<file path="src/rtl/jtke_pkg.sv">
// Shared types, constants and byte classification for the JSON key extractor.
package jtke_pkg;

	localparam int KEY_MAX_BYTES = 32;
	localparam int MAX_DEPTH_DEF = 255;
	localparam int KEY_WORDS = 4;
	localparam int CFG_IDX_W = 3;

	localparam logic [7:0] CH_QUOTE  = 8'h22;
	localparam logic [7:0] CH_BSL    = 8'h5C;
	localparam logic [7:0] CH_SLASH  = 8'h2F;
	localparam logic [7:0] CH_LBRACE = 8'h7B;
	localparam logic [7:0] CH_RBRACE = 8'h7D;
	localparam logic [7:0] CH_LBRACK = 8'h5B;
	localparam logic [7:0] CH_RBRACK = 8'h5D;
	localparam logic [7:0] CH_COMMA  = 8'h2C;
	localparam logic [7:0] CH_COLON  = 8'h3A;
	localparam logic [7:0] CH_SPACE  = 8'h20;
	localparam logic [7:0] CH_TAB    = 8'h09;
	localparam logic [7:0] CH_LF     = 8'h0A;
	localparam logic [7:0] CH_CR     = 8'h0D;
	localparam logic [7:0] CH_LC_B   = 8'h62;
	localparam logic [7:0] CH_LC_F   = 8'h66;
	localparam logic [7:0] CH_LC_N   = 8'h6E;
	localparam logic [7:0] CH_LC_R   = 8'h72;
	localparam logic [7:0] CH_LC_T   = 8'h74;
	localparam logic [7:0] CH_LC_U   = 8'h75;
	localparam logic [7:0] CH_BS     = 8'h08;
	localparam logic [7:0] CH_FF     = 8'h0C;

	localparam logic [15:0] CP_HI_MIN = 16'hD800;
	localparam logic [15:0] CP_HI_MAX = 16'hDBFF;
	localparam logic [15:0] CP_LO_MIN = 16'hDC00;
	localparam logic [15:0] CP_LO_MAX = 16'hDFFF;
	localparam logic [20:0] CP_REPL   = 21'h00FFFD;
	localparam logic [20:0] CP_SUPP   = 21'h010000;

	typedef enum logic [2:0] {
		ST_VALUE     = 3'd0,
		ST_FOUND     = 3'd1,
		ST_NOT_FOUND = 3'd2,
		ST_MALFORMED = 3'd3,
		ST_CONTAINER = 3'd4
	} status_t;

	typedef enum logic [CFG_IDX_W-1:0] {
		CFG_KEY_LEN = 3'd0,
		CFG_KEY_W0  = 3'd1,
		CFG_KEY_W1  = 3'd2,
		CFG_KEY_W2  = 3'd3,
		CFG_KEY_W3  = 3'd4,
		CFG_MAX_VB  = 3'd5
	} cfg_idx_t;

	typedef struct packed {
		logic [7:0] data;
		logic       last;
		logic       ws;
		logic       delim;
		logic       hex_ok;
		logic [3:0] hex_v;
	} cls_t;

	typedef struct packed {
		logic [7:0] data;
		status_t    status;
		logic       run_last;
	} rslt_t;

	typedef struct packed {
		rslt_t [4:0] lane;
		logic  [4:0] keep;
	} pkt_t;

	function automatic logic f_is_ws(input logic [7:0] c);
		return (c == CH_SPACE) || (c == CH_TAB) || (c == CH_LF) || (c == CH_CR);
	endfunction

	function automatic cls_t f_classify(input logic [7:0] c, input logic last);
		cls_t r;
		logic dig;
		logic alpha;
		dig = (c >= 8'h30) && (c <= 8'h39);
		alpha = ((c >= 8'h61) && (c <= 8'h66)) || ((c >= 8'h41) && (c <= 8'h46));
		r.data = c;
		r.last = last;
		r.ws = f_is_ws(c);
		r.delim = f_is_ws(c) || (c == CH_COMMA) || (c == CH_RBRACE) || (c == CH_RBRACK);
		r.hex_ok = dig || alpha;
		r.hex_v = dig ? c[3:0] : c[3:0] + 4'd9;
		return r;
	endfunction

endpackage

</file>
<file path="src/rtl/jtke_front.sv">
// Input side: accepts bytes, classifies them and queues them for the parser.
module jtke_front (
	input  logic          clk,
	input  logic          arst_n,
	input  logic          push,
	output logic          full,
	input  logic [7:0]    in_byte,
	input  logic          doc_last,
	output logic          fq_valid,
	output jtke_pkg::cls_t fq_ent,
	input  logic          fq_pop
);
	import jtke_pkg::*;

	cls_t       ent_q [2];
	logic       wp_q;
	logic       rp_q;
	logic [1:0] cnt_q;
	logic       wr_en;
	logic       rd_en;

	assign full = (cnt_q == 2'd2);
	assign fq_valid = (cnt_q != 2'd0);
	assign fq_ent = ent_q[rp_q];
	assign wr_en = push && !full;
	assign rd_en = fq_pop && fq_valid;

	always_ff @(posedge clk or negedge arst_n) begin
		if (!arst_n) begin
			wp_q <= 1'b0;
			rp_q <= 1'b0;
			cnt_q <= 2'd0;
		end else begin
			if (wr_en) begin
				wp_q <= !wp_q;
			end
			if (rd_en) begin
				rp_q <= !rp_q;
			end
			cnt_q <= cnt_q + {1'b0, wr_en} - {1'b0, rd_en};
		end
	end

	always_ff @(posedge clk) begin
		if (wr_en) begin
			ent_q[wp_q] <= f_classify(in_byte, doc_last);
		end
	end

endmodule

</file>
<file path="src/rtl/jtke_core.sv">
// Parser core: document state machine, string unescaping and key matching.
module jtke_core #(
	parameter int MAX_DEPTH = jtke_pkg::MAX_DEPTH_DEF
) (
	input  logic           clk,
	input  logic           arst_n,
	input  logic           fq_valid,
	input  jtke_pkg::cls_t fq_ent,
	output logic           fq_pop,
	input  logic [5:0]     key_len,
	input  logic [255:0]   key_vec,
	input  logic [15:0]    max_vb,
	input  logic           pk_ready,
	output logic           pk_load,
	output jtke_pkg::pkt_t pk
);
	import jtke_pkg::*;

	localparam int DW = $clog2(MAX_DEPTH + 1);
	localparam logic [DW-1:0] DEPTH_LIM = DW'(MAX_DEPTH);
	localparam logic [6:0] KMAX7 = 7'(KEY_MAX_BYTES);

	localparam logic [3:0] ESC_IDLE  = 4'd0;
	localparam logic [3:0] ESC_BSL   = 4'd1;
	localparam logic [3:0] ESC_HEX0  = 4'd2;
	localparam logic [3:0] ESC_HEX1  = 4'd3;
	localparam logic [3:0] ESC_HEX2  = 4'd4;
	localparam logic [3:0] ESC_HEX3  = 4'd5;
	localparam logic [3:0] ESC_LBSL  = 4'd6;
	localparam logic [3:0] ESC_LU    = 4'd7;
	localparam logic [3:0] ESC_LHEX0 = 4'd8;
	localparam logic [3:0] ESC_LHEX1 = 4'd9;
	localparam logic [3:0] ESC_LHEX2 = 4'd10;
	localparam logic [3:0] ESC_LHEX3 = 4'd11;

	typedef enum logic [12:0] {
		PH_START         = 13'b0000000000001,
		PH_MEMBER        = 13'b0000000000010,
		PH_KEY_STR       = 13'b0000000000100,
		PH_COLON         = 13'b0000000001000,
		PH_VALUE_WS      = 13'b0000000010000,
		PH_VAL_STR       = 13'b0000000100000,
		PH_VAL_SCALAR    = 13'b0000001000000,
		PH_SKIP_STR      = 13'b0000010000000,
		PH_SKIP_SCALAR   = 13'b0000100000000,
		PH_SKIP_CONT     = 13'b0001000000000,
		PH_SKIP_CONT_STR = 13'b0010000000000,
		PH_AFTER         = 13'b0100000000000,
		PH_DONE          = 13'b1000000000000
	} phase_t;

	phase_t        phase_q, phase_d;
	logic [3:0]    esc_q, esc_d;
	logic [15:0]   hex_q, hex_d;
	logic [9:0]    pend_q, pend_d;
	logic [2:0]    hcnt_q, hcnt_d;
	logic [7:0]    held_q [6];
	logic [DW-1:0] depth_q, depth_d;
	logic [5:0]    kp_q, kp_d;
	logic          km_q, km_d;
	logic [15:0]   vc_q, vc_d;
	logic [3:0]    rcnt_q, rcnt_d;
	logic          endp_q, endp_d;
	logic [7:0]    rp_q [7];
	logic [2:0]    rp_cnt_q, rp_cnt_d;

	logic          op_rp, op_end, op_new, go;
	cls_t          cur;
	logic [7:0]    c;
	logic [15:0]   hx;

	logic [3:0]    s_esc;
	logic [15:0]   s_hex;
	logic [9:0]    s_pend;
	logic [2:0]    s_hcnt;
	logic          s_hold, s_hwr, s_em, s_raw, s_close, s_bad, s_brk;
	logic [20:0]   s_cp;

	logic          hwr, e_on, e_raw, dec, rpl, rpl_c, to_after, to_member, begin_str;
	logic          reset_all, val_mode, key_mode;
	logic [20:0]   e_cp;
	status_t       dec_st;
	logic [15:0]   vc_base;
	logic [2:0]    em_n;
	logic [7:0]    lb [4];
	logic [6:0]    kps;
	logic [5:0]    kpi;
	logic [16:0]   vcs;
	logic [3:0]    keep_d;
	logic [2:0]    nkeep;
	logic [4:0]    ord;

	assign op_rp = (rp_cnt_q != 3'd0);
	assign op_end = !op_rp && endp_q;
	assign op_new = !op_rp && !endp_q && fq_valid;
	assign go = pk_ready && (op_rp || op_end || op_new);
	assign fq_pop = go && op_new;
	assign pk_load = go;
	assign cur = op_rp ? f_classify(rp_q[0], 1'b0) : fq_ent;
	assign c = cur.data;
	assign hx = {hex_q[11:0], cur.hex_v};

	// One byte through the string unescaper.
	always_comb begin
		s_esc = esc_q;
		s_hex = hex_q;
		s_pend = pend_q;
		s_hcnt = hcnt_q;
		s_hold = 1'b0;
		s_hwr = 1'b0;
		s_em = 1'b0;
		s_raw = 1'b0;
		s_cp = '0;
		s_close = 1'b0;
		s_bad = 1'b0;
		s_brk = 1'b0;
		case (esc_q)
			ESC_IDLE: begin
				if (c == CH_QUOTE) begin
					s_close = 1'b1;
				end else if (c == CH_BSL) begin
					s_esc = ESC_BSL;
				end else begin
					s_em = 1'b1;
					s_raw = 1'b1;
				end
			end
			ESC_BSL: begin
				s_esc = ESC_IDLE;
				case (c)
					CH_QUOTE, CH_BSL, CH_SLASH: begin
						s_em = 1'b1;
						s_raw = 1'b1;
					end
					CH_LC_B: begin
						s_em = 1'b1;
						s_cp = {13'd0, CH_BS};
					end
					CH_LC_F: begin
						s_em = 1'b1;
						s_cp = {13'd0, CH_FF};
					end
					CH_LC_N: begin
						s_em = 1'b1;
						s_cp = {13'd0, CH_LF};
					end
					CH_LC_R: begin
						s_em = 1'b1;
						s_cp = {13'd0, CH_CR};
					end
					CH_LC_T: begin
						s_em = 1'b1;
						s_cp = {13'd0, CH_TAB};
					end
					CH_LC_U: begin
						s_hex = '0;
						s_esc = ESC_HEX0;
					end
					default: begin
						s_bad = 1'b1;
					end
				endcase
			end
			ESC_HEX0, ESC_HEX1, ESC_HEX2, ESC_HEX3: begin
				if (!cur.hex_ok) begin
					s_bad = 1'b1;
				end else begin
					s_hex = hx;
					s_esc = esc_q + 4'd1;
					if (esc_q == ESC_HEX3) begin
						if (hx >= CP_HI_MIN && hx <= CP_HI_MAX) begin
							s_pend = hx[9:0];
							s_hcnt = 3'd0;
						end else begin
							s_esc = ESC_IDLE;
							s_em = 1'b1;
							s_cp = {5'd0, hx};
						end
					end
				end
			end
			ESC_LBSL: begin
				if (c == CH_BSL) begin
					s_hold = 1'b1;
					s_esc = ESC_LU;
				end else begin
					s_brk = 1'b1;
				end
			end
			ESC_LU: begin
				if (c == CH_LC_U) begin
					s_hold = 1'b1;
					s_hex = '0;
					s_esc = ESC_LHEX0;
				end else begin
					s_brk = 1'b1;
				end
			end
			ESC_LHEX0, ESC_LHEX1, ESC_LHEX2, ESC_LHEX3: begin
				if (!cur.hex_ok) begin
					s_brk = 1'b1;
				end else begin
					s_hex = hx;
					if (esc_q == ESC_LHEX3) begin
						if (hx < CP_LO_MIN || hx > CP_LO_MAX) begin
							s_brk = 1'b1;
						end else begin
							s_em = 1'b1;
							s_cp = CP_SUPP + {1'b0, pend_q, hx[9:0]};
							s_pend = '0;
							s_hcnt = 3'd0;
							s_esc = ESC_IDLE;
						end
					end else begin
						s_hold = 1'b1;
						s_esc = esc_q + 4'd1;
					end
				end
			end
			default: begin
				s_esc = ESC_IDLE;
				s_bad = 1'b1;
			end
		endcase
		if (s_hold && hcnt_q < 3'd6) begin
			s_hwr = 1'b1;
			s_hcnt = hcnt_q + 3'd1;
		end
		if (s_brk) begin
			s_em = 1'b1;
			s_raw = 1'b0;
			s_cp = CP_REPL;
			s_hcnt = 3'd0;
			s_pend = '0;
			s_esc = ESC_IDLE;
			s_hwr = 1'b0;
		end
	end

	always_comb begin
		phase_d = phase_q;
		esc_d = esc_q;
		hex_d = hex_q;
		pend_d = pend_q;
		hcnt_d = hcnt_q;
		depth_d = depth_q;
		kp_d = kp_q;
		km_d = km_q;
		vc_d = vc_q;
		vc_base = vc_q;
		rcnt_d = rcnt_q;
		endp_d = endp_q;
		rp_cnt_d = rp_cnt_q;
		hwr = 1'b0;
		e_on = 1'b0;
		e_raw = 1'b0;
		e_cp = '0;
		dec = 1'b0;
		dec_st = ST_VALUE;
		rpl = 1'b0;
		rpl_c = 1'b0;
		to_after = 1'b0;
		to_member = 1'b0;
		begin_str = 1'b0;
		reset_all = 1'b0;
		if (go && op_rp) begin
			rp_cnt_d = rp_cnt_q - 3'd1;
		end
		if (go && op_end) begin
			if (phase_q != PH_DONE) begin
				if (phase_q == PH_MEMBER || phase_q == PH_AFTER || phase_q == PH_SKIP_SCALAR) begin
					dec = 1'b1;
					dec_st = ST_NOT_FOUND;
				end else if (phase_q == PH_VAL_SCALAR) begin
					dec = 1'b1;
					dec_st = ST_FOUND;
				end else if (phase_q == PH_VAL_STR && esc_q >= ESC_LBSL && esc_q <= ESC_LHEX3) begin
					e_on = 1'b1;
					e_cp = CP_REPL;
					rpl = 1'b1;
					hcnt_d = 3'd0;
					pend_d = '0;
					esc_d = ESC_IDLE;
				end else begin
					dec = 1'b1;
					dec_st = ST_MALFORMED;
				end
			end
			reset_all = !rpl;
		end else if (go) begin
			if (op_new) begin
				endp_d = cur.last;
			end
			case (phase_q)
				PH_START: begin
					if (!cur.ws) begin
						if (c == CH_LBRACE) begin
							phase_d = PH_MEMBER;
						end else begin
							dec = 1'b1;
							dec_st = ST_MALFORMED;
						end
					end
				end
				PH_MEMBER: begin
					to_member = 1'b1;
				end
				PH_KEY_STR, PH_VAL_STR, PH_SKIP_STR, PH_SKIP_CONT_STR: begin
					esc_d = s_esc;
					hex_d = s_hex;
					pend_d = s_pend;
					hcnt_d = s_hcnt;
					hwr = s_hwr;
					e_on = s_em;
					e_raw = s_raw;
					e_cp = s_cp;
					rpl = s_brk;
					rpl_c = 1'b1;
					if (s_bad) begin
						dec = 1'b1;
						dec_st = ST_MALFORMED;
					end else if (s_close) begin
						case (phase_q)
							PH_KEY_STR: begin
								km_d = km_q && (kp_q == key_len) && ({1'b0, key_len} <= KMAX7);
								phase_d = PH_COLON;
							end
							PH_VAL_STR: begin
								dec = 1'b1;
								dec_st = ST_FOUND;
							end
							PH_SKIP_STR: begin
								phase_d = PH_AFTER;
							end
							default: begin
								phase_d = PH_SKIP_CONT;
							end
						endcase
					end
				end
				PH_COLON: begin
					if (!cur.ws) begin
						if (c == CH_COLON) begin
							phase_d = PH_VALUE_WS;
						end else begin
							dec = 1'b1;
							dec_st = ST_MALFORMED;
						end
					end
				end
				PH_VALUE_WS: begin
					if (!cur.ws) begin
						if (km_q) begin
							vc_d = '0;
							vc_base = '0;
							if (c == CH_QUOTE) begin
								phase_d = PH_VAL_STR;
								begin_str = 1'b1;
							end else if (c == CH_LBRACE || c == CH_LBRACK) begin
								dec = 1'b1;
								dec_st = ST_CONTAINER;
							end else if (cur.delim) begin
								dec = 1'b1;
								dec_st = ST_FOUND;
							end else begin
								e_on = 1'b1;
								e_raw = 1'b1;
								phase_d = PH_VAL_SCALAR;
							end
						end else begin
							if (c == CH_QUOTE) begin
								phase_d = PH_SKIP_STR;
								begin_str = 1'b1;
							end else if (c == CH_LBRACE || c == CH_LBRACK) begin
								phase_d = PH_SKIP_CONT;
								depth_d = DW'(1);
							end else if (cur.delim) begin
								to_after = 1'b1;
							end else begin
								phase_d = PH_SKIP_SCALAR;
							end
						end
					end
				end
				PH_VAL_SCALAR: begin
					if (cur.delim) begin
						dec = 1'b1;
						dec_st = ST_FOUND;
					end else begin
						e_on = 1'b1;
						e_raw = 1'b1;
					end
				end
				PH_SKIP_SCALAR: begin
					if (cur.delim) begin
						to_after = 1'b1;
					end
				end
				PH_SKIP_CONT: begin
					if (c == CH_QUOTE) begin
						phase_d = PH_SKIP_CONT_STR;
						begin_str = 1'b1;
					end else if (c == CH_LBRACE || c == CH_LBRACK) begin
						if (depth_q >= DEPTH_LIM) begin
							dec = 1'b1;
							dec_st = ST_MALFORMED;
						end else begin
							depth_d = depth_q + DW'(1);
						end
					end else if (c == CH_RBRACE || c == CH_RBRACK) begin
						if (depth_q <= DW'(1)) begin
							depth_d = '0;
							phase_d = PH_AFTER;
						end else begin
							depth_d = depth_q - DW'(1);
						end
					end
				end
				PH_AFTER: begin
					to_after = 1'b1;
				end
				default: begin
				end
			endcase
			if (to_after) begin
				if (cur.ws) begin
					phase_d = PH_AFTER;
				end else if (c == CH_COMMA) begin
					phase_d = PH_MEMBER;
				end else begin
					to_member = 1'b1;
				end
			end
			if (to_member) begin
				if (cur.ws) begin
					phase_d = PH_MEMBER;
				end else if (c == CH_RBRACE) begin
					dec = 1'b1;
					dec_st = ST_NOT_FOUND;
				end else if (c == CH_QUOTE) begin
					phase_d = PH_KEY_STR;
					kp_d = '0;
					km_d = 1'b1;
					begin_str = 1'b1;
				end else begin
					dec = 1'b1;
					dec_st = ST_MALFORMED;
				end
			end
			if (begin_str) begin
				esc_d = ESC_IDLE;
				hcnt_d = 3'd0;
				pend_d = '0;
				hex_d = '0;
			end
		end

		// UTF-8 encoding of the emitted code point.
		em_n = 3'd0;
		for (int i = 0; i < 4; i++) begin
			lb[i] = 8'h00;
		end
		if (e_on) begin
			if (e_raw) begin
				em_n = 3'd1;
				lb[0] = c;
			end else if (e_cp < 21'h80) begin
				em_n = 3'd1;
				lb[0] = e_cp[7:0];
			end else if (e_cp < 21'h800) begin
				em_n = 3'd2;
				lb[0] = {3'b110, e_cp[10:6]};
				lb[1] = {2'b10, e_cp[5:0]};
			end else if (e_cp < CP_SUPP) begin
				em_n = 3'd3;
				lb[0] = {4'b1110, e_cp[15:12]};
				lb[1] = {2'b10, e_cp[11:6]};
				lb[2] = {2'b10, e_cp[5:0]};
			end else begin
				em_n = 3'd4;
				lb[0] = {5'b11110, e_cp[20:18]};
				lb[1] = {2'b10, e_cp[17:12]};
				lb[2] = {2'b10, e_cp[11:6]};
				lb[3] = {2'b10, e_cp[5:0]};
			end
		end

		key_mode = (phase_q == PH_KEY_STR);
		val_mode = (phase_q == PH_VALUE_WS) || (phase_q == PH_VAL_STR) ||
			(phase_q == PH_VAL_SCALAR);
		keep_d = 4'd0;
		kps = '0;
		kpi = '0;
		vcs = '0;
		for (int i = 0; i < 4; i++) begin
			kps = {1'b0, kp_q} + 7'(i);
			kpi = (kps > 7'd63) ? 6'd63 : kps[5:0];
			vcs = {1'b0, vc_base} + 17'(i);
			if (vcs > 17'h0FFFF) begin
				vcs = 17'h0FFFF;
			end
			if (3'(i) < em_n) begin
				if (key_mode) begin
					if (!(kpi < key_len && {1'b0, kpi} < KMAX7 &&
						key_vec[{kpi[4:0], 3'b000} +: 8] == lb[i])) begin
						km_d = 1'b0;
					end
				end
				if (val_mode && vcs[15:0] < max_vb) begin
					keep_d[i] = 1'b1;
				end
			end
		end
		if (e_on && key_mode) begin
			kps = {1'b0, kp_q} + {4'd0, em_n};
			kp_d = (kps > 7'd63) ? 6'd63 : kps[5:0];
		end
		if (e_on && val_mode) begin
			vcs = {1'b0, vc_base} + {14'd0, em_n};
			vc_d = (vcs > 17'h0FFFF) ? 16'hFFFF : vcs[15:0];
		end

		// Result packet, limited to eight results per input byte.
		ord = op_new ? 5'd0 : {1'b0, rcnt_q};
		nkeep = 3'd0;
		for (int i = 0; i < 4; i++) begin
			pk.lane[i].data = lb[i];
			pk.lane[i].status = ST_VALUE;
			pk.lane[i].run_last = 1'b0;
			pk.keep[i] = 1'b0;
			if (keep_d[i]) begin
				pk.keep[i] = (ord < 5'd8);
				ord = ord + 5'd1;
			end
		end
		pk.lane[4].data = 8'h00;
		pk.lane[4].status = dec_st;
		pk.lane[4].run_last = 1'b1;
		pk.keep[4] = dec && (ord < 5'd8);
		if (dec) begin
			ord = ord + 5'd1;
		end
		nkeep = 3'd0;
		if (go) begin
			rcnt_d = (ord > 5'd8) ? 4'd8 : ord[3:0];
		end
		if (dec) begin
			phase_d = PH_DONE;
		end
		if (rpl) begin
			rp_cnt_d = hcnt_q + {2'd0, rpl_c};
		end
		if (reset_all) begin
			phase_d = PH_START;
			esc_d = ESC_IDLE;
			hex_d = '0;
			pend_d = '0;
			hcnt_d = 3'd0;
			depth_d = '0;
			kp_d = '0;
			km_d = 1'b1;
			vc_d = '0;
			endp_d = 1'b0;
		end
	end

	always_ff @(posedge clk or negedge arst_n) begin
		if (!arst_n) begin
			phase_q <= PH_START;
			esc_q <= ESC_IDLE;
			hex_q <= '0;
			pend_q <= '0;
			hcnt_q <= 3'd0;
			depth_q <= '0;
			kp_q <= '0;
			km_q <= 1'b1;
			vc_q <= '0;
			rcnt_q <= '0;
			endp_q <= 1'b0;
			rp_cnt_q <= 3'd0;
		end else begin
			phase_q <= phase_d;
			esc_q <= esc_d;
			hex_q <= hex_d;
			pend_q <= pend_d;
			hcnt_q <= hcnt_d;
			depth_q <= depth_d;
			kp_q <= kp_d;
			km_q <= km_d;
			vc_q <= vc_d;
			rcnt_q <= rcnt_d;
			endp_q <= endp_d;
			rp_cnt_q <= rp_cnt_d;
		end
	end

	always_ff @(posedge clk) begin
		if (hwr) begin
			held_q[hcnt_q] <= c;
		end
		if (rpl) begin
			for (int i = 0; i < 6; i++) begin
				rp_q[i] <= (3'(i) < hcnt_q) ? held_q[i] : c;
			end
			rp_q[6] <= c;
		end else if (go && op_rp) begin
			for (int i = 0; i < 6; i++) begin
				rp_q[i] <= rp_q[i+1];
			end
		end
	end

endmodule

</file>
<file path="src/rtl/jtke_rslt.sv">
// Result side: drains result packets into the output queue, one result per cycle while it has room.
module jtke_rslt (
	input  logic           clk,
	input  logic           arst_n,
	input  logic           pk_load,
	input  jtke_pkg::pkt_t pk,
	output logic           pk_ready,
	output logic           empty,
	input  logic           pop,
	output logic [7:0]     out_byte,
	output logic [2:0]     status,
	output logic           run_last
);
	import jtke_pkg::*;

	rslt_t      lane_q [5];
	logic [4:0] mask_q;
	logic [4:0] mask_nx;
	rslt_t      oq_q [2];
	logic       wp_q;
	logic       rp_q;
	logic [1:0] cnt_q;
	logic       pop_fire;
	logic       mv;
	logic [2:0] sel;

	assign pop_fire = pop && (cnt_q != 2'd0);
	assign mv = (mask_q != 5'd0) && ((cnt_q != 2'd2) || pop_fire);
	assign empty = (cnt_q == 2'd0);
	assign out_byte = oq_q[rp_q].data;
	assign status = oq_q[rp_q].status;
	assign run_last = oq_q[rp_q].run_last;

	always_comb begin
		sel = 3'd0;
		for (int i = 4; i >= 0; i--) begin
			if (mask_q[i]) begin
				sel = 3'(i);
			end
		end
		mask_nx = mask_q;
		if (mv) begin
			mask_nx[sel] = 1'b0;
		end
		pk_ready = (mask_nx == 5'd0);
	end

	always_ff @(posedge clk or negedge arst_n) begin
		if (!arst_n) begin
			mask_q <= 5'd0;
			wp_q <= 1'b0;
			rp_q <= 1'b0;
			cnt_q <= 2'd0;
		end else begin
			mask_q <= pk_load ? pk.keep : mask_nx;
			if (mv) begin
				wp_q <= !wp_q;
			end
			if (pop_fire) begin
				rp_q <= !rp_q;
			end
			cnt_q <= cnt_q + {1'b0, mv} - {1'b0, pop_fire};
		end
	end

	always_ff @(posedge clk) begin
		if (pk_load) begin
			for (int i = 0; i < 5; i++) begin
				lane_q[i] <= pk.lane[i];
			end
		end
		if (mv) begin
			oq_q[wp_q] <= lane_q[sel];
		end
	end

endmodule

</file>
<file path="src/rtl/json_top_level_key_extractor_top.sv">
// Top level of the JSON top-level key extractor: configuration registers and wiring.
//
// Channel   Direction  Handshake            Payload
// input     in         push / full          in_byte, doc_last
// result    out        empty / pop          out_byte, status, run_last
// config    in         cfg_valid/cfg_ready  cfg_index, cfg_data
//
// Each input byte passes through the parser core once; each further UTF-8 byte of
// a decoded code point is drained as its own result at the result drain. A byte
// flagged last is followed by a separate end-of-document check step, and a broken
// surrogate escape replays its held bytes at one per cycle while the result side is ready.
// Reset clears all parse state and loads the configuration defaults.
// Input and result sides each have a two-entry queue, so either may stall alone.
module json_top_level_key_extractor_top #(
	parameter int MAX_DEPTH = jtke_pkg::MAX_DEPTH_DEF
) (
	input  logic        clk,
	input  logic        arst_n,
	input  logic        push,
	output logic        full,
	input  logic [7:0]  in_byte,
	input  logic        doc_last,
	output logic        empty,
	input  logic        pop,
	output logic [7:0]  out_byte,
	output logic [2:0]  status,
	output logic        run_last,
	input  logic        cfg_valid,
	output logic        cfg_ready,
	input  logic [jtke_pkg::CFG_IDX_W-1:0] cfg_index,
	input  logic [63:0] cfg_data
);
	import jtke_pkg::*;

	logic [5:0]  key_len_q;
	logic [63:0] key_w_q [KEY_WORDS];
	logic [15:0] max_vb_q;
	logic [255:0] key_vec;
	logic        fq_valid;
	cls_t        fq_ent;
	logic        fq_pop;
	logic        pk_ready;
	logic        pk_load;
	pkt_t        pk;

	assign cfg_ready = 1'b1;
	assign key_vec = {key_w_q[3], key_w_q[2], key_w_q[1], key_w_q[0]};

	always_ff @(posedge clk or negedge arst_n) begin
		if (!arst_n) begin
			key_len_q <= '0;
			for (int i = 0; i < KEY_WORDS; i++) begin
				key_w_q[i] <= '0;
			end
			max_vb_q <= 16'd255;
		end else if (cfg_valid && cfg_ready) begin
			case (cfg_idx_t'(cfg_index))
				CFG_KEY_LEN: key_len_q <= cfg_data[5:0];
				CFG_KEY_W0: key_w_q[0] <= cfg_data;
				CFG_KEY_W1: key_w_q[1] <= cfg_data;
				CFG_KEY_W2: key_w_q[2] <= cfg_data;
				CFG_KEY_W3: key_w_q[3] <= cfg_data;
				CFG_MAX_VB: max_vb_q <= cfg_data[15:0];
				default: begin
				end
			endcase
		end
	end

	jtke_front u_front (
		.clk(clk),
		.arst_n(arst_n),
		.push(push),
		.full(full),
		.in_byte(in_byte),
		.doc_last(doc_last),
		.fq_valid(fq_valid),
		.fq_ent(fq_ent),
		.fq_pop(fq_pop)
	);

	jtke_core #(
		.MAX_DEPTH(MAX_DEPTH)
	) u_core (
		.clk(clk),
		.arst_n(arst_n),
		.fq_valid(fq_valid),
		.fq_ent(fq_ent),
		.fq_pop(fq_pop),
		.key_len(key_len_q),
		.key_vec(key_vec),
		.max_vb(max_vb_q),
		.pk_ready(pk_ready),
		.pk_load(pk_load),
		.pk(pk)
	);

	jtke_rslt u_rslt (
		.clk(clk),
		.arst_n(arst_n),
		.pk_load(pk_load),
		.pk(pk),
		.pk_ready(pk_ready),
		.empty(empty),
		.pop(pop),
		.out_byte(out_byte),
		.status(status),
		.run_last(run_last)
	);

endmodule
</file>
<file path="config.mk">
export PLATFORM = sky130hd
export DESIGN_NAME = json_top_level_key_extractor_top
export DESIGN_NICKNAME = d
export VERILOG_FILES = /design/src/rtl/jtke_pkg.sv /design/src/rtl/jtke_front.sv /design/src/rtl/jtke_core.sv /design/src/rtl/jtke_rslt.sv /design/src/rtl/json_top_level_key_extractor_top.sv
export SDC_FILE = /design/constraint.sdc
export NUM_CORES = 2
export LEC_CHECK = 0
export ABC_AREA = 1
export BUFFER_PORTS_ARGS = -buffer_cell sky130_fd_sc_hd__buf_4
export CAP_MARGIN = 20
export CORE_UTILIZATION = 60
export DETAILED_ROUTE_END_ITERATION = 8
export PLACE_DENSITY_LB_ADDON = 0.05
export SYNTH_ARGS = -nofsm -noshare
export SYNTH_HDL_FRONTEND = slang
export SYNTH_SLANG_ARGS = --single-unit
</file>
<file path="constraint.sdc">
create_clock -name clk -period 13.3 [get_ports clk]
set_clock_uncertainty 0.2 [all_clocks]
set_input_delay 1.33 -clock clk [delete_from_list [all_inputs] [get_ports clk]]
set_output_delay 1.33 -clock clk [all_outputs]
set_load 0.005 [all_outputs]
</file>
==> flow_metrics.env <==
export IMPL_post_route_period_util=0.666
export IMPL_hold_path_startpoint="max_vb_q[11]"
export IMPL_run_status="finished with violations"
export IMPL_synth_fp_nets=5667
export IMPL_worstPathMaxFanout=29
export IMPL_ctsResizeCount=0
export IMPL_effective_utilization_at_floorplan=0.611
export IMPL_proportion_of_synthesized_area_in_mux_cells=0.00253
export IMPL_layout_area_overhead_vs_synth_pct=7.91
export IMPL_postSynthCellCount=5453
export IMPL_synth_avg_cell_area_um2=7.26
export IMPL_crit_end="u_core.rcnt_q[2]"
export IMPL_rrSetupSlack_ns=4.44
export IMPL_gr_total_overflow=0
export IMPL_critical_path_top_delay_family="simple AND/OR/NAND/NOR gates"
export IMPL_coreArea_um2=64800
export IMPL_final_nets=5583
export IMPL_drt_vias_per_instance=6.48
export IMPL_non_filler_instance_count_after_layout=6278
export IMPL_drt_first_iter_violations=5678
export IMPL_die_x_um=259
export IMPL_routed_wire_length_per_instance_um=22.8
export IMPL_worst_path_largest_cell_delay_ns=0.53
export IMPL_cts_setup_buffers=0
export IMPL_die_y_um=259
export IMPL_grt_pass1_wl_um=219000
export IMPL_yosys_register_bits=564
export IMPL_critPathKind="flop to flop"
export IMPL_synth_area_um2=39600
export IMPL_via_count=40700
export IMPL_worst_ep_arrival_time_ns=9.25
export IMPL_power_per_cell_area_nw_per_um2=152
export IMPL_fillCellCount=5733
export IMPL_synth_adder_area_share=0.0424
export IMPL_first_global_vias=37200
export IMPL_timing_max_cap_violations=0
export IMPL_yosys_warnings=0
export IMPL_cp_required_ns=13.69
export IMPL_min_period_ns=8.86
export IMPL_finalWirelength_um=143000
export IMPL_place_detailed_hpwl_um=97200
export IMPL_setup_tns_final_ns=0
export IMPL_ioPinCount=96
export IMPL_longest_clk_path_bufs=3
export IMPL_cp_buffers_inverters=8
export IMPL_fp_row_count=93
export IMPL_synth_compound_area_share=0.211
export IMPL_synth_simple_area_share=0.261
export IMPL_setup_violation_total_in_the_final_timing_report=0
export IMPL_number_of_antenna_violations_at_the_first_check_in_global_routing=4
export IMPL_worst_slew_pin_transition_ns=1.20
export IMPL_ys_types=81
export IMPL_rsz0062_at_grt="no"
export IMPL_rr_startpoint="u_core.rp_cnt_q[1]"
export IMPL_timing_max_transition_violations_final=0
export IMPL_critical_path_endpoint_type="flop"
export IMPL_crit_slowest_cell="sky130_fd_sc_hd__nor2_1"
export IMPL_clock_buffer_count_from_cts=60
export IMPL_power_leakage_nw=19.0
export IMPL_placedCellCount=6159
export IMPL_synth_enable_flop_cells=192
export IMPL_detail_route_drc_violations=6
export IMPL_synth_top_family_by_area="simple AND/OR/NAND/NOR gates"
export IMPL_grt_start_max_net_pins=161
export IMPL_post_cts_hold_buffer_count=0
export IMPL_layout_cells_most_common_list="1,356 x sky130_fd_sc_hd__nand2_1, 604 x sky130_fd_sc_hd__o21ai_0, 502 x sky130_fd_sc_hd__inv_1"
export IMPL_final_common_cell="sky130_fd_sc_hd__nand2_1"
export IMPL_fmax_mhz=113
export IMPL_layout_drive_gt1_share=0.0849
export IMPL_worst_r2r_endpoint="u_core.rcnt_q[2]"
export IMPL_start_kind="flop"
export IMPL_synth_ff_type="sky130_fd_sc_hd__dfrtp_1"
export IMPL_port_buffer_count=94
export IMPL_post_synthesis_xor_xnor_area_fraction=0.0175
export IMPL_path_clk_slew_ns=0.06
export IMPL_setup_worst_path_start="u_core.rp_cnt_q[1]"
export IMPL_synth_async_sr_flop_share=0.660
export IMPL_register_area_um2=15100
export IMPL_vdd_ir_drop_max_v=0.000156
export IMPL_slew_headroom=0.202
export IMPL_multiInputGateArea_um2=21200
export IMPL_critical_path_most_common_cell="sky130_fd_sc_hd__nand2_1"
export IMPL_ys_seq_area_frac=0.381
export IMPL_timing_critical_path_depth=46
export IMPL_place_gp_congestion=0.977
export IMPL_total_global_routing_track_utilization=0.423
export IMPL_postRouteAntennaNets=0
export IMPL_drt_pre_antenna_iters=9
export IMPL_clock_tree_htree_level_count=2
export IMPL_clock_sinks=564
export IMPL_clock_tree_from_tritoncts="yes"
export IMPL_clock_tree_root_cell="sky130_fd_sc_hd__clkbuf_16"
export IMPL_die_area_um2=67000
export IMPL_final_hold_viol_count=0
export IMPL_violations_in_the_final_reports="DRC"
export IMPL_r2r_cells=46
export IMPL_worstSkewPairLatency_ns=0.68
export IMPL_worst_hold_path_type="flop to flop"
==> kinds of logic (layout without fill, tap and decap cells) <==
| kind of cell | count (synthesis) | in the layout |
|---|---|---|
| simple gates | 2402 | 2402 |
| fa+ha+maj | 133 | 133 |
| buf+inv | 870 | 837 |
| mux | 10 | 10 |
| xor+xnor | 79 | 79 |
| compound gates | 1394 | 1394 |
| flops | 564 | 564 |
| other cells | 1 | 4 |
==> per-layer routing <==
| layer | vias up | global-route usage | routed length [um] |
|---|---|---|---|
| met5 | - | 0 | 43 |
| met4 | 6 | 0.239 | 9690 |
| met1 | 18800 | 0.577 | 55700 |
| li1 | 18500 | - | - |
| met2 | 2714 | 0.612 | 59400 |
| met3 | 670 | 0.108 | 18500 |
==> stage by stage <==
step / setup WS [ns] / cell area [um2] / hold WS [ns] / total power (W) / utilization
final: 4.44 / 42700 / 0.285 / 0.00651 / 0.659
after global routing: 3.60 / 42700 / 0.300 / 0.00687 / 0.659
after CTS: 4.49 / 42600 / 0.285 / 0.00645 / 0.658
after detailed placement: 4.06 / 40700 / 0.269 / 0.00479 / 0.628
after global placement: 4.21 / 40700 / 0.265 / 0.00474 / 0.628
after floorplan: 5.53 / 39600 / 0.249 / 0.00409 / -
==> worst min path at each step <==
stage	endpoint	cells after the start
6_report	max_vb_q[11]	2
5_1_grt	max_vb_q[5]	2
4_1_cts	u_core.rcnt_q[1]	2
3_5_place_dp	u_core.rcnt_q[1]	2
3_3_place_gp	key_vec[99]	2
2_1_floorplan	u_core.rcnt_q[3]	2
==> power breakdown <==
| group | internal, W | switching (W) | total, W |
|---|---|---|---|
| Sequential | 0.00231 | 0.000291 | 0.00260 |
| Clock | 0.000909 | 0.000761 | 0.00167 |
| Combinational | 0.000672 | 0.00156 | 0.00223 |
| Total | 0.00389 | 0.00261 | 0.00651 |
==> worst min-delay path: stages, from the launching register on <==
cell	delay (ns)
sky130_fd_sc_hd__dfrtp_1	0.34
sky130_fd_sc_hd__nand2_1	0.05
sky130_fd_sc_hd__o21ai_0	0.06
==> layout make-up <==
cell class | instances | share of cell area
well taps | 855 | 0.0250
clock buffers | 78 | 0.0381
inverters | 575 | 0.0509
clock inverters | 35 | 0.00721
flip-flops and latches | 564 | 0.353
diodes | 3 | 0.000176
multi-input cells | 4019 | 0.497
repair buffers | 149 | 0.0277
==> state kept, by name (all words and copies together) (netlist names), 2 cells and up <==
name / flops
u_core.rcnt_q: 4
u_core.rp_q: 56
max_vb_q: 16
u_core.hcnt_q: 3
u_rslt.oq_q: 24
u_core.held_q: 48
u_core.pend_q: 10
u_core.phase_q: 13
u_core.depth_q: 8
u_rslt.mask_q: 5
key_len_q: 6
u_core.hex_q: 12
key_vec: 256
u_front.ent_q: 32
u_core.rp_cnt_q: 3
u_rslt.cnt_q: 2
u_core.kp_q: 6
u_front.cnt_q: 2
u_rslt.lane_q: 32
u_core.esc_q: 4
u_core.vc_q: 16
==> cells in the mapped netlist (7+ instances only) <==
| cell type | number | share of area |
|---|---|---|
| sky130_fd_sc_hd__nand2_1 | 1362 | 0.13 |
| sky130_fd_sc_hd__o21ai_0 | 604 | 0.076 |
| sky130_fd_sc_hd__inv_1 | 512 | 0.049 |
| sky130_fd_sc_hd__nand3_1 | 397 | 0.050 |
| sky130_fd_sc_hd__nor2_1 | 371 | 0.035 |
| sky130_fd_sc_hd__dfrtp_1 | 362 | 0.23 |
| sky130_fd_sc_hd__clkbuf_1 | 250 | 0.024 |
| sky130_fd_sc_hd__a21oi_1 | 248 | 0.031 |
| sky130_fd_sc_hd__edfxtp_1 | 192 | 0.15 |
| sky130_fd_sc_hd__o211ai_1 | 174 | 0.033 |
| sky130_fd_sc_hd__ha_1 | 131 | 0.041 |
| sky130_fd_sc_hd__a31oi_1 | 130 | 0.021 |
| sky130_fd_sc_hd__nor3_1 | 80 | 0.010 |
| sky130_fd_sc_hd__xor2_1 | 63 | 0.014 |
| sky130_fd_sc_hd__nand4_1 | 59 | 0.0093 |
| sky130_fd_sc_hd__inv_2 | 48 | 0.0046 |
| sky130_fd_sc_hd__o22ai_1 | 40 | 0.0063 |
| sky130_fd_sc_hd__buf_1 | 29 | 0.0028 |
| sky130_fd_sc_hd__a211oi_1 | 25 | 0.0047 |
| sky130_fd_sc_hd__o31ai_1 | 24 | 0.0046 |
| sky130_fd_sc_hd__a221oi_1 | 23 | 0.0051 |
| sky130_fd_sc_hd__nand2_2 | 23 | 0.0036 |
| sky130_fd_sc_hd__nor2_2 | 20 | 0.0032 |
| sky130_fd_sc_hd__nor4_1 | 20 | 0.0032 |
| sky130_fd_sc_hd__or2_2 | 20 | 0.0032 |
| sky130_fd_sc_hd__xnor2_1 | 16 | 0.0035 |
| sky130_fd_sc_hd__o32ai_1 | 13 | 0.0029 |
| sky130_fd_sc_hd__nor2_4 | 11 | 0.0031 |
| sky130_fd_sc_hd__clkinv_1 | 10 | 0.00095 |
| sky130_fd_sc_hd__dfstp_2 | 10 | 0.0066 |
| sky130_fd_sc_hd__mux2i_1 | 10 | 0.0025 |
| sky130_fd_sc_hd__o21ai_1 | 10 | 0.0013 |
| sky130_fd_sc_hd__o311ai_0 | 10 | 0.0022 |
| sky130_fd_sc_hd__o2111ai_1 | 8 | 0.0018 |
| sky130_fd_sc_hd__a32o_1 | 7 | 0.0018 |
| sky130_fd_sc_hd__a32oi_1 | 7 | 0.0015 |
| sky130_fd_sc_hd__buf_2 | 7 | 0.00089 |
| sky130_fd_sc_hd__nand3_2 | 7 | 0.0018 |
| sky130_fd_sc_hd__o21ai_2 | 7 | 0.0015 |
| sky130_fd_sc_hd__o221ai_1 | 7 | 0.0015 |
Note: power is estimated with default switching activity, not from simulation.
